===== src/hdl/ppid_pkg.sv =====
// types, register indexes and codes for the parallel pid controller
// no dependencies
`default_nettype none

package ppid_pkg;

  typedef struct packed {
    logic               action;
    logic signed [15:0] setpoint;
    logic signed [15:0] feedback;
  } in_beat_t;

  typedef struct packed {
    logic signed [31:0] drive;
    logic [1:0]         clamp_state;
  } out_beat_t;

  typedef struct packed {
    logic signed [31:0] kp_gain;
    logic signed [31:0] ki_dt_gain;
    logic signed [31:0] kd_dt_gain;
    logic signed [31:0] total_gain;
    logic [30:0]        i_term_limit;
    logic               d_on_measure;
    logic signed [31:0] out_low;
    logic signed [31:0] out_high;
  } cfg_t;

  typedef struct packed {
    logic capture;
    logic clear;
    logic accum;
    logic mul_i;
    logic mul_d;
    logic sum;
    logic mul_t;
    logic clamp;
    logic load_out;
  } dp_cmd_t;

  localparam logic [1:0] CLAMP_NONE = 2'd0;
  localparam logic [1:0] CLAMP_HIGH = 2'd1;
  localparam logic [1:0] CLAMP_LOW  = 2'd2;

  localparam logic [2:0] REG_KP       = 3'd0;
  localparam logic [2:0] REG_KI       = 3'd1;
  localparam logic [2:0] REG_KD       = 3'd2;
  localparam logic [2:0] REG_TOTAL    = 3'd3;
  localparam logic [2:0] REG_ILIMIT   = 3'd4;
  localparam logic [2:0] REG_DMEAS    = 3'd5;
  localparam logic [2:0] REG_OUT_LOW  = 3'd6;
  localparam logic [2:0] REG_OUT_HIGH = 3'd7;

  localparam int ADDR_W = 5;

endpackage

`default_nettype wire


===== src/hdl/ppid_regs.sv =====
// apb configuration registers of the pid controller
// depends on ppid_pkg
`default_nettype none

module ppid_regs (
  input  wire logic                        clk_i,
  input  wire logic                        rst_ni,
  input  wire logic                        psel,
  input  wire logic                        penable,
  input  wire logic                        pwrite,
  input  wire logic [ppid_pkg::ADDR_W-1:0] paddr,
  input  wire logic [31:0]                 pwdata,
  output logic [31:0]                      prdata,
  output logic                             pready,
  output ppid_pkg::cfg_t                   cfg_o
);

  ppid_pkg::cfg_t cfg_q;
  logic [2:0]     idx;
  logic           wr_en;

  assign idx    = paddr[4:2];
  assign wr_en  = psel & penable & pwrite;
  assign pready = 1'b1;
  assign cfg_o  = cfg_q;

  always_ff @(posedge clk_i or negedge rst_ni) begin
    if (!rst_ni) begin
      cfg_q.kp_gain      <= 32'sd0;
      cfg_q.ki_dt_gain   <= 32'sd0;
      cfg_q.kd_dt_gain   <= 32'sd0;
      cfg_q.total_gain   <= 32'sd65536;
      cfg_q.i_term_limit <= 31'd0;
      cfg_q.d_on_measure <= 1'b0;
      cfg_q.out_low      <= 32'sh8000_0000;
      cfg_q.out_high     <= 32'sh7fff_ffff;
    end else if (wr_en) begin
      case (idx)
        ppid_pkg::REG_KP:       cfg_q.kp_gain      <= pwdata;
        ppid_pkg::REG_KI:       cfg_q.ki_dt_gain   <= pwdata;
        ppid_pkg::REG_KD:       cfg_q.kd_dt_gain   <= pwdata;
        ppid_pkg::REG_TOTAL:    cfg_q.total_gain   <= pwdata;
        ppid_pkg::REG_ILIMIT:   cfg_q.i_term_limit <= pwdata[30:0];
        ppid_pkg::REG_DMEAS:    cfg_q.d_on_measure <= pwdata[0];
        ppid_pkg::REG_OUT_LOW:  cfg_q.out_low      <= pwdata;
        ppid_pkg::REG_OUT_HIGH: cfg_q.out_high     <= pwdata;
        default: ;
      endcase
    end
  end

  always_comb begin
    case (idx)
      ppid_pkg::REG_KP:       prdata = cfg_q.kp_gain;
      ppid_pkg::REG_KI:       prdata = cfg_q.ki_dt_gain;
      ppid_pkg::REG_KD:       prdata = cfg_q.kd_dt_gain;
      ppid_pkg::REG_TOTAL:    prdata = cfg_q.total_gain;
      ppid_pkg::REG_ILIMIT:   prdata = {1'b0, cfg_q.i_term_limit};
      ppid_pkg::REG_DMEAS:    prdata = {31'd0, cfg_q.d_on_measure};
      ppid_pkg::REG_OUT_LOW:  prdata = cfg_q.out_low;
      ppid_pkg::REG_OUT_HIGH: prdata = cfg_q.out_high;
      default:                prdata = 32'd0;
    endcase
  end

endmodule

`default_nettype wire


===== src/hdl/ppid_ctrl.sv =====
// sequencer for one pid step: issues datapath commands, owns the handshakes
// depends on ppid_pkg
`default_nettype none

module ppid_ctrl (
  input  wire logic        clk_i,
  input  wire logic        rst_ni,
  input  wire logic        in_valid_i,
  input  wire logic        in_action_i,
  output logic             in_ready_o,
  output logic             out_valid_o,
  input  wire logic        out_ready_i,
  output ppid_pkg::dp_cmd_t cmd_o
);

  localparam logic [3:0] S_IDLE  = 4'd0;
  localparam logic [3:0] S_CLR   = 4'd1;
  localparam logic [3:0] S_ACC   = 4'd2;
  localparam logic [3:0] S_MI    = 4'd3;
  localparam logic [3:0] S_MD    = 4'd4;
  localparam logic [3:0] S_SUM   = 4'd5;
  localparam logic [3:0] S_MT    = 4'd6;
  localparam logic [3:0] S_CLAMP = 4'd7;
  localparam logic [3:0] S_DONE  = 4'd8;

  logic [3:0] state_q, state_d;
  logic       out_valid_q, out_valid_d;
  logic       out_free;

  assign in_ready_o  = (state_q == S_IDLE);
  assign out_valid_o = out_valid_q;
  assign out_free    = !out_valid_q || out_ready_i;

  always_comb begin
    state_d     = state_q;
    out_valid_d = out_valid_q;
    cmd_o       = '0;
    if (out_valid_q && out_ready_i) begin
      out_valid_d = 1'b0;
    end
    case (state_q)
      S_IDLE: begin
        if (in_valid_i) begin
          cmd_o.capture = 1'b1;
          state_d = in_action_i ? S_CLR : S_ACC;
        end
      end
      S_CLR: begin
        cmd_o.clear = 1'b1;
        state_d = S_DONE;
      end
      S_ACC: begin
        cmd_o.accum = 1'b1;
        state_d = S_MI;
      end
      S_MI: begin
        cmd_o.mul_i = 1'b1;
        state_d = S_MD;
      end
      S_MD: begin
        cmd_o.mul_d = 1'b1;
        state_d = S_SUM;
      end
      S_SUM: begin
        cmd_o.sum = 1'b1;
        state_d = S_MT;
      end
      S_MT: begin
        cmd_o.mul_t = 1'b1;
        state_d = S_CLAMP;
      end
      S_CLAMP: begin
        cmd_o.clamp = 1'b1;
        state_d = S_DONE;
      end
      S_DONE: begin
        if (out_free) begin
          cmd_o.load_out = 1'b1;
          out_valid_d = 1'b1;
          state_d = S_IDLE;
        end
      end
      default: begin
        state_d = S_IDLE;
      end
    endcase
  end

  always_ff @(posedge clk_i or negedge rst_ni) begin
    if (!rst_ni) begin
      state_q     <= S_IDLE;
      out_valid_q <= 1'b0;
    end else begin
      state_q     <= state_d;
      out_valid_q <= out_valid_d;
    end
  end

endmodule

`default_nettype wire


===== src/hdl/ppid_dp.sv =====
// pid datapath: one shared multiplier, term registers, integrator and history
// depends on ppid_pkg
`default_nettype none

module ppid_dp (
  input  wire logic                   clk_i,
  input  wire logic                   rst_ni,
  input  wire ppid_pkg::dp_cmd_t      cmd_i,
  input  wire ppid_pkg::cfg_t         cfg_i,
  input  wire ppid_pkg::in_beat_t     in_data_i,
  output ppid_pkg::out_beat_t         out_data_o
);

  localparam logic signed [31:0] S32_MAX = 32'sh7fff_ffff;
  localparam logic signed [31:0] S32_MIN = 32'sh8000_0000;
  localparam logic signed [39:0] S40_MAX = 40'sh7f_ffff_ffff;
  localparam logic signed [39:0] S40_MIN = 40'sh80_0000_0000;
  localparam logic signed [32:0] S33_MAX = 33'sh0_ffff_ffff;
  localparam logic signed [32:0] S33_MIN = 33'sh1_0000_0000;

  function automatic logic signed [31:0] sat_prod(input logic signed [64:0] v);
    logic fits;
    fits = (v[64:31] == '0) || (v[64:31] == '1);
    if (fits) begin
      return v[31:0];
    end
    return v[64] ? S32_MIN : S32_MAX;
  endfunction

  // payload registers
  logic signed [15:0] fb_q;
  logic signed [16:0] err_q;
  logic signed [64:0] prod_q;
  logic signed [31:0] p_q, i_q, sum_q;
  ppid_pkg::out_beat_t res_q, out_q;

  // controller state kept across beats
  logic signed [39:0] es_q, es_prev_q;
  logic signed [16:0] last_err_q;
  logic signed [15:0] last_fb_q;

  logic signed [31:0] mul_a;
  logic signed [32:0] mul_b;
  logic signed [64:0] mul_p;
  logic signed [40:0] es_add;
  logic signed [39:0] es_next;
  logic signed [32:0] es_short;
  logic signed [17:0] diff;
  logic signed [31:0] i_raw, i_lim, d_term;
  logic signed [32:0] i_wide, lim_wide;
  logic signed [33:0] pid_add;
  logic signed [31:0] pid_sat;
  logic signed [48:0] raw;
  logic signed [31:0] drive;
  logic [1:0]         clamp_st;
  logic               undo;

  assign es_add  = {es_q[39], es_q} + {{24{err_q[16]}}, err_q};
  assign es_next = (es_add > $signed({S40_MAX[39], S40_MAX})) ? S40_MAX :
                   (es_add < $signed({S40_MIN[39], S40_MIN})) ? S40_MIN : es_add[39:0];

  // any integrator beyond 33 bits saturates the i product for nonzero gain
  assign es_short = (es_q > $signed({{7{S33_MAX[32]}}, S33_MAX})) ? S33_MAX :
                    (es_q < $signed({{7{S33_MIN[32]}}, S33_MIN})) ? S33_MIN : es_q[32:0];

  assign diff = cfg_i.d_on_measure ?
                ({{2{last_fb_q[15]}}, last_fb_q} - {{2{fb_q[15]}}, fb_q}) :
                ({err_q[16], err_q} - {last_err_q[16], last_err_q});

  always_comb begin
    mul_a = cfg_i.total_gain;
    mul_b = {sum_q[31], sum_q};
    if (cmd_i.accum) begin
      mul_a = cfg_i.kp_gain;
      mul_b = {{16{err_q[16]}}, err_q};
    end else if (cmd_i.mul_i) begin
      mul_a = cfg_i.ki_dt_gain;
      mul_b = es_short;
    end else if (cmd_i.mul_d) begin
      mul_a = cfg_i.kd_dt_gain;
      mul_b = {{15{diff[17]}}, diff};
    end
  end

  assign mul_p = {{33{mul_a[31]}}, mul_a} * {{32{mul_b[32]}}, mul_b};

  // integral term clamp, zero limit disables it
  assign i_raw    = sat_prod(prod_q);
  assign i_wide   = {i_raw[31], i_raw};
  assign lim_wide = {2'b00, cfg_i.i_term_limit};
  always_comb begin
    i_lim = i_raw;
    if (cfg_i.i_term_limit != 31'd0) begin
      if (i_wide > lim_wide) begin
        i_lim = lim_wide[31:0];
      end else if (i_wide < -lim_wide) begin
        i_lim = -lim_wide[31:0];
      end
    end
  end

  assign d_term  = sat_prod(prod_q);
  assign pid_add = {{2{p_q[31]}}, p_q} + {{2{i_q[31]}}, i_q} + {{2{d_term[31]}}, d_term};
  assign pid_sat = (pid_add[33:31] == 3'b000 || pid_add[33:31] == 3'b111) ? pid_add[31:0] :
                   (pid_add[33] ? S32_MIN : S32_MAX);

  // floor shift of the total product, then the output clamp, upper first
  assign raw = prod_q[64:16];
  always_comb begin
    drive    = raw[31:0];
    clamp_st = ppid_pkg::CLAMP_NONE;
    if (raw > $signed({{17{cfg_i.out_high[31]}}, cfg_i.out_high})) begin
      drive    = cfg_i.out_high;
      clamp_st = ppid_pkg::CLAMP_HIGH;
    end else if (raw < $signed({{17{cfg_i.out_low[31]}}, cfg_i.out_low})) begin
      drive    = cfg_i.out_low;
      clamp_st = ppid_pkg::CLAMP_LOW;
    end
  end

  assign undo = (cfg_i.ki_dt_gain != 32'sd0) &&
                (((clamp_st == ppid_pkg::CLAMP_HIGH) && !err_q[16] && (err_q != 17'sd0)) ||
                 ((clamp_st == ppid_pkg::CLAMP_LOW) && err_q[16]));

  always_ff @(posedge clk_i) begin
    if (cmd_i.capture) begin
      fb_q  <= in_data_i.feedback;
      err_q <= {in_data_i.setpoint[15], in_data_i.setpoint}
             - {in_data_i.feedback[15], in_data_i.feedback};
    end
    if (cmd_i.accum || cmd_i.mul_i || cmd_i.mul_d || cmd_i.mul_t) begin
      prod_q <= mul_p;
    end
    if (cmd_i.mul_i) begin
      p_q <= sat_prod(prod_q);
    end
    if (cmd_i.mul_d) begin
      i_q <= i_lim;
    end
    if (cmd_i.sum) begin
      sum_q <= pid_sat;
    end
    if (cmd_i.clamp) begin
      res_q.drive       <= drive;
      res_q.clamp_state <= clamp_st;
    end else if (cmd_i.clear) begin
      res_q <= '0;
    end
    if (cmd_i.load_out) begin
      out_q <= res_q;
    end
  end

  always_ff @(posedge clk_i or negedge rst_ni) begin
    if (!rst_ni) begin
      es_q       <= '0;
      es_prev_q  <= '0;
      last_err_q <= '0;
      last_fb_q  <= '0;
    end else if (cmd_i.clear) begin
      es_q       <= '0;
      es_prev_q  <= '0;
      last_err_q <= '0;
      last_fb_q  <= '0;
    end else begin
      if (cmd_i.accum) begin
        es_prev_q <= es_q;
        es_q      <= es_next;
      end
      if (cmd_i.sum) begin
        last_err_q <= err_q;
        last_fb_q  <= fb_q;
      end
      if (cmd_i.clamp && undo) begin
        es_q <= es_prev_q;
      end
    end
  end

  assign out_data_o = out_q;

endmodule

`default_nettype wire


===== src/hdl/parallel_pid_controller_core.sv =====
// parallel pid controller top: apb registers, sequencer and shared-multiplier datapath
// a compute beat runs through four passes of one 32x33 multiplier; the result is valid once
// the done state loads it into a free output register, and only then is the next beat accepted
// a clear beat skips the passes; the output register lets a new beat start while one waits
// rst_ni clears registers to their reset values and the integrator and history to zero
`default_nettype none

module parallel_pid_controller_core (
  input  wire logic                        clk_i,
  input  wire logic                        rst_ni,
  input  wire logic                        in_valid_i,
  output logic                             in_ready_o,
  input  wire ppid_pkg::in_beat_t          in_data_i,
  output logic                             out_valid_o,
  input  wire logic                        out_ready_i,
  output ppid_pkg::out_beat_t              out_data_o,
  input  wire logic                        psel,
  input  wire logic                        penable,
  input  wire logic                        pwrite,
  input  wire logic [ppid_pkg::ADDR_W-1:0] paddr,
  input  wire logic [31:0]                 pwdata,
  output logic [31:0]                      prdata,
  output logic                             pready
);

  ppid_pkg::cfg_t    cfg;
  ppid_pkg::dp_cmd_t cmd;

  ppid_regs u_regs (
    .clk_i   (clk_i),
    .rst_ni  (rst_ni),
    .psel    (psel),
    .penable (penable),
    .pwrite  (pwrite),
    .paddr   (paddr),
    .pwdata  (pwdata),
    .prdata  (prdata),
    .pready  (pready),
    .cfg_o   (cfg)
  );

  ppid_ctrl u_ctrl (
    .clk_i       (clk_i),
    .rst_ni      (rst_ni),
    .in_valid_i  (in_valid_i),
    .in_action_i (in_data_i.action),
    .in_ready_o  (in_ready_o),
    .out_valid_o (out_valid_o),
    .out_ready_i (out_ready_i),
    .cmd_o       (cmd)
  );

  ppid_dp u_dp (
    .clk_i      (clk_i),
    .rst_ni     (rst_ni),
    .cmd_i      (cmd),
    .cfg_i      (cfg),
    .in_data_i  (in_data_i),
    .out_data_o (out_data_o)
  );

endmodule

`default_nettype wire


===== config.mk =====
export PLATFORM = sky130hd
export DESIGN_NAME = parallel_pid_controller_core
export DESIGN_NICKNAME = d
export VERILOG_FILES = /design/src/hdl/ppid_pkg.sv /design/src/hdl/ppid_regs.sv /design/src/hdl/ppid_ctrl.sv /design/src/hdl/ppid_dp.sv /design/src/hdl/parallel_pid_controller_core.sv
export SDC_FILE = /design/constraint.sdc
export NUM_CORES = 2
export LEC_CHECK = 0
export BUFFER_PORTS_ARGS = -buffer_cell sky130_fd_sc_hd__buf_2
export CORE_MARGIN = 2
export CORE_UTILIZATION = 46
export DETAILED_ROUTE_END_ITERATION = 6
export SYNTH_ARGS = -nofsm -noshare
export SYNTH_HDL_FRONTEND = slang
export SYNTH_HIERARCHICAL = 1
export SYNTH_SLANG_ARGS = --single-unit

===== constraint.sdc =====
create_clock -name clk_i -period 19.2 [get_ports clk_i]
set_input_delay 5.76 -clock clk_i [delete_from_list [all_inputs] [get_ports clk_i]]
set_output_delay 5.76 -clock clk_i [all_outputs]
set_load 0.02 [all_outputs]

; After elaboration in Yosys (flattened, before gate mapping)
; Cells that the tools add are included.
[word_totals]
ff_bits = 604
input_bits = 77
out_inout_bits = 69
wordCells = 156
[op_classes]
n_addsub = 8
mul = 1
order_cmp = 8
eq_ne = 21
muxes = 56
n_bitwise = 2
n_reduce_logical = 36
[ops]
columns = op, count
row1 = two-way mux 32 bit, 14
row2 = two-way mux 40 bit, 7
row3 = one-hot mux 32 bit (8 select lines), 1
row4 = two-way mux 33 bit, 5
row5 = two-way mux 34 bit, 2
row6 = multiplier 32 x 33 -> 65 bit, 1
row7 = > comparator 49 x 32 -> 1 bit, 1
row8 = less-than comparator 49 x 32 -> 1 bit, 1
row9 = adder 40 x 17 -> 41 bit, 1
row10 = > comparator 41 x 40 -> 1 bit (second input constant), 1
row11 = less-than comparator 41 x 40 -> 1 bit (second input constant), 1
row12 = > comparator 40 x 33 -> 1 bit (second input constant), 1
row13 = less-than comparator 40 x 33 -> 1 bit (second input constant), 1
row14 = adder 33 x 32 -> 34 bit, 1
row15 = equality test 34 bit (second input constant), 1
row16 = zero test 34 bit, 1
row17 = two-way mux 17 bit, 2
row18 = subtractor 16 x 16 -> 17 bit, 2
row19 = adder 32 x 32 -> 33 bit, 1
row20 = less-than comparator 32 x 33 -> 1 bit, 1
row21 = negation 31 -> 33 bit, 1
row22 = > comparator 32 bit, 1
row23 = two-way mux 16 bit, 2
row24 = negation 31 -> 32 bit, 1
row25 = other kinds (30), 81

; Logic depth before layout (Yosys ltp)
[logic_depth]
ltp_word = 11
ltp_mapped = 44
mapped_depth_nobuf = 40

; By module
; The synthesis kept the hierarchy.
[modules_own_cells]
columns = mod, instances, cells_each, area_per_inst_um2, seq_area_each_um2
row1 = ppid_dp, 1, 7346, 66140.9, 10695.3
row2 = ppid_regs, 1, 734, 10128.5, 5646.7
row3 = ppid_ctrl, 1, 40, 361.6, 125.1

; Worst setup path after synthesis
; Ideal clock, no wire load.
[synth_path]
path_type = in2out
from = input port paddr[3] in the netlist's numbering
to = output port prdata[13]
arrival_ns = 7.069
required_time_ns = 13.440
setup_slack_ns = 6.371
cell_stages = 6
n_path_buf = 3
cell_sequence = buf_4 -> and2_1 -> buf_2 -> clkbuf_1 -> a21oi_1 -> o21ai_0
[synth_via]
elab_chain_cells = 2
word_cells_on_any_way = 9
cone_classes = eq/ne: 7 / mux: 1 / reduce/logical: 1
[synth_rtl]
columns = item, line_no
row1 = from (decl), parallel_pid_controller_core.sv:20  ; input wire logic [ppid_pkg::ADDR_W-1:0] paddr,
row2 = "equality test 3 bit, or another cell as far along", ppid_regs.sv:53  ; case (idx)
row3 = one-hot mux 32 bit (8 select lines) *, ppid_regs.sv:53
row4 = to (decl), parallel_pid_controller_core.sv:22  ; output logic [31:0] prdata,
; Mark *: on every way between the ends. The rest lies on a longest branch, timed or not.

; Worst setup path after layout
[layout_path]
from = input port paddr[3] in the netlist's numbering
to = output port prdata[10]
; The elaborated chain is that of the path after synthesis.

==> results.sh <==
export IMPL_die_area_sq_um=170000
export IMPL_syn_cell_area_sq_um=76600
export IMPL_cts_resized=0
export IMPL_clk_pin_slew_ps=60
export IMPL_final_common_cell="inv_1"
export IMPL_gp_congestion=0.984
export IMPL_worstSetupStartpointType="input pin"
export IMPL_dp_hpwl_mm=211
export IMPL_r2r_slack_ps=6250
export IMPL_tightest_slew_ps=1310
export IMPL_cp_slowest_stage_delay_ps=670
export IMPL_cp_common_cell="buf_4"
export IMPL_report_final_hold_viol_count=0
export IMPL_portBuffers=142
export IMPL_die_w_um=412
export IMPL_avgSynthCellArea_sq_um=9.44
export IMPL_antenna_found_initial=19
export IMPL_hold_buffers=0
export IMPL_synth_cells=8120
export IMPL_rows=149
export IMPL_crit_slowest_cell="nand2_1"
export IMPL_drt_first_pass_iters=6
export IMPL_ys_warn_count=6
export IMPL_setup_viol=0
export IMPL_synth_area_leaders="fa_1, edfxtp_1, dfrtp_1"
export IMPL_synthFlopType="dfrtp_1"
export IMPL_fin_setup_tns_ps=0
export IMPL_slew_viol_final=0
export IMPL_drt_vias_per_instance=5.94
export IMPL_crit_path_end_kind="primary output"
export IMPL_rsz0062_at_grt="no"
export IMPL_crit_fanout=34
export IMPL_start_util_pct=46.4
export IMPL_drive_gt1_share_pct=9.33
export IMPL_coreArea_sq_um=165000
export IMPL_clk_latency_ps=690
export IMPL_multi_input_area_sq_um=53600
export IMPL_route_detailed_drc=0
export IMPL_ys_ff_latch=604
export IMPL_cp_startpoint="paddr[3]"
export IMPL_regArea_sq_um=16500
export IMPL_cts_htree_levels=3
export IMPL_crit_arrival_ps=8610
export IMPL_r2r_end="u_dp/prod_q[58]$_DFFE_PP_"
export IMPL_cts_made_buffers=70
export IMPL_syn_nets=9814
export IMPL_root_buffer="clkbuf_16"
export IMPL_fin_skew_ps=24.3
export IMPL_synth_edf_count=262
export IMPL_crit_buf_inv=4
export IMPL_fillers=15600
export IMPL_grt_pass1_wl_mm=406
export IMPL_area_delta_synth_final_pct=7.70
export IMPL_grt_max_degree=89
export IMPL_drt_iter0_drc=6220
export IMPL_status="finished clean"
export IMPL_grt_pass1_vias=62500
export IMPL_fin_crit_ps=14370
export IMPL_cts_tree="done"
export IMPL_post_cts_buffers=0
export IMPL_path_cells="buf_4 -> buf_4 -> inv_2 -> nand2_1 -> o22a_1 -> buf_2"
export IMPL_slew_headroom_pct=11.7
export IMPL_synth_top_cell_area_share_pct=30.0
export IMPL_cp_required_ps=13440
export IMPL_critical_path_depth=6
export IMPL_cpLargestDelayFamily="buffers and inverters"
export IMPL_cts_sinks=604
export IMPL_synth_cell_types=98
export IMPL_top_level_ports=146
export IMPL_wl_per_cell_um=26.1
export IMPL_crit_end="prdata[10]"
export IMPL_rr_startpoint="u_ctrl/state_q[2]$_DFFE_PN0P_"
export IMPL_fmax_mhz=69.6
export IMPL_clockBufferDepth=3
export IMPL_async_reset_ff_share_pct=56.6
export IMPL_fin_nets=9806
export IMPL_layout_common_cells="inv_1, fa_1, nor2_1"
export IMPL_die_h_um=412
export IMPL_synth_seq_area_share_pct=21.5
export IMPL_ant_nets=0
export IMPL_hp_class="flip-flop to flip-flop"
export IMPL_via_count=61600
export IMPL_overflow=0
export IMPL_maxCapViolations=0
export IMPL_wirelength_mm=270
export IMPL_gr_usage_all_layers_pct=32.2
export IMPL_yosys_area_top_type="fa_1"
export IMPL_fin_crit_sh_pct=74.8
export IMPL_reg2reg_depth=31
export IMPL_setup_worst_path_class="input pin to primary output"
export IMPL_hp_start="u_dp/res_q[26]$_SDFFCE_PN0P_"
==> flip-flops by register name, summed over array words and instances (netlist names) <==
register and cells:
u_dp/fb_q 16, u_dp/sum_q 32, u_dp/last_fb_q 16, u_ctrl/out_valid_o 1
u_dp/res_q 34, u_dp/es_q 40, u_dp/err_q 17, u_dp/prod_q 65
u_dp/last_err_q 17, u_regs/cfg_o 224, u_dp/out_data_o 34, u_dp/i_q 32
u_ctrl/state_q 4, u_dp/p_q 32, u_dp/es_prev_q 40
==> synthesized netlist by cell type, types with 45 or more instances <==
| cell | count |
|---|---|
| nand2_1 | 766 |
| a21oi_1 | 319 |
| clkbuf_1 | 308 |
| a31oi_1 | 48 |
| nor2b_1 | 77 |
| o21ai_0 | 281 |
| dfrtp_1 | 309 |
| nor3_1 | 101 |
| a211oi_1 | 45 |
| mux2i_1 | 153 |
| edfxtp_1 | 262 |
| o21a_1 | 75 |
| nor2_1 | 794 |
| o211ai_1 | 60 |
| buf_2 | 49 |
| nand3_1 | 103 |
| inv_1 | 1422 |
| fa_1 | 1149 |
| xor2_1 | 52 |
| nand4_1 | 65 |
| o22ai_1 | 66 |
| xnor2_1 | 118 |
| mux2_2 | 195 |
| a21o_1 | 144 |
| ha_1 | 468 |
==> through the flow <==
step	instances	worst slack, ps	hold slack [ps]	utilization [%]	area [sq um]
floorplan	8120	6370	400	-	76600
global placement	10200	4950	403	48.5	80200
detailed placement	10200	4950	405	48.5	80200
CTS	10400	4960	418	50.0	82500
global route	10400	4810	427	50.0	82500
finish	10400	4830	416	50.0	82500
==> worst register-to-register path: cells and delay by family (launching register included) <==
| kind | cells | cell delay (ps) |
|---|---|---|
| adders and majority gates | 9 | 4810 |
| AOI/OAI and AO/OA | 11 | 4420 |
| buffers and inverters | 6 | 1460 |
| and+or+nand+nor | 5 | 1370 |
| DFF | 1 | 590 |
==> final cells by class <==
class,count,area share [%]
multi-input combinational,5699,65.0
sequential,604,20.0
clock buffer,93,2.32
antenna,11,0.0334
tap,2189,3.32
timing repair buffer,311,2.41
clock inverter,37,0.515
inverter,1426,6.49
==> how the worst min path moves through the flow <==
stage | to | slack [ps] | cells past startpoint
2_1_floorplan | u_dp/out_data_o[0]$_DFFE_PP_ | 400 | 0
3_3_place_gp | u_dp/out_data_o[3]$_DFFE_PP_ | 400 | 0
3_5_place_dp | u_dp/out_data_o[33]$_DFFE_PP_ | 410 | 0
4_1_cts | u_dp/out_data_o[26]$_DFFE_PP_ | 420 | 0
5_1_grt | u_dp/out_data_o[3]$_DFFE_PP_ | 430 | 0
6_report | u_dp/out_data_o[26]$_DFFE_PP_ | 420 | 0
==> logic make-up (layout without fill, tap and decap cells) <==
family | Yosys count | count (layout) | synth area share (%)
adders and majority gates | 1617 | 1617 | 37.7
and+or+nand+nor | 2148 | 2148 | 12.3
DFF | 604 | 604 | 21.5
AOI/OAI and AO/OA | 1363 | 1363 | 11.7
buffers and inverters | 1817 | 1867 | 9.04
other | 1 | 12 | 0.00489
xor gates and xnor gates | 170 | 170 | 1.94
muxes | 400 | 400 | 5.85
==> layer usage <==
metal	part of all wire (%)	GRT usage (%)	up-vias
met5	0.0048	0	-
met1	40	44.1	31400
met3	10	7.70	635
met2	44	48.9	3013
li1	-	-	26500
met4	5.0	13.9	2
Power is left out: the tool's default activity adds up to more than one toggle a clock period on the data nets, which glitch-free logic cannot reach.
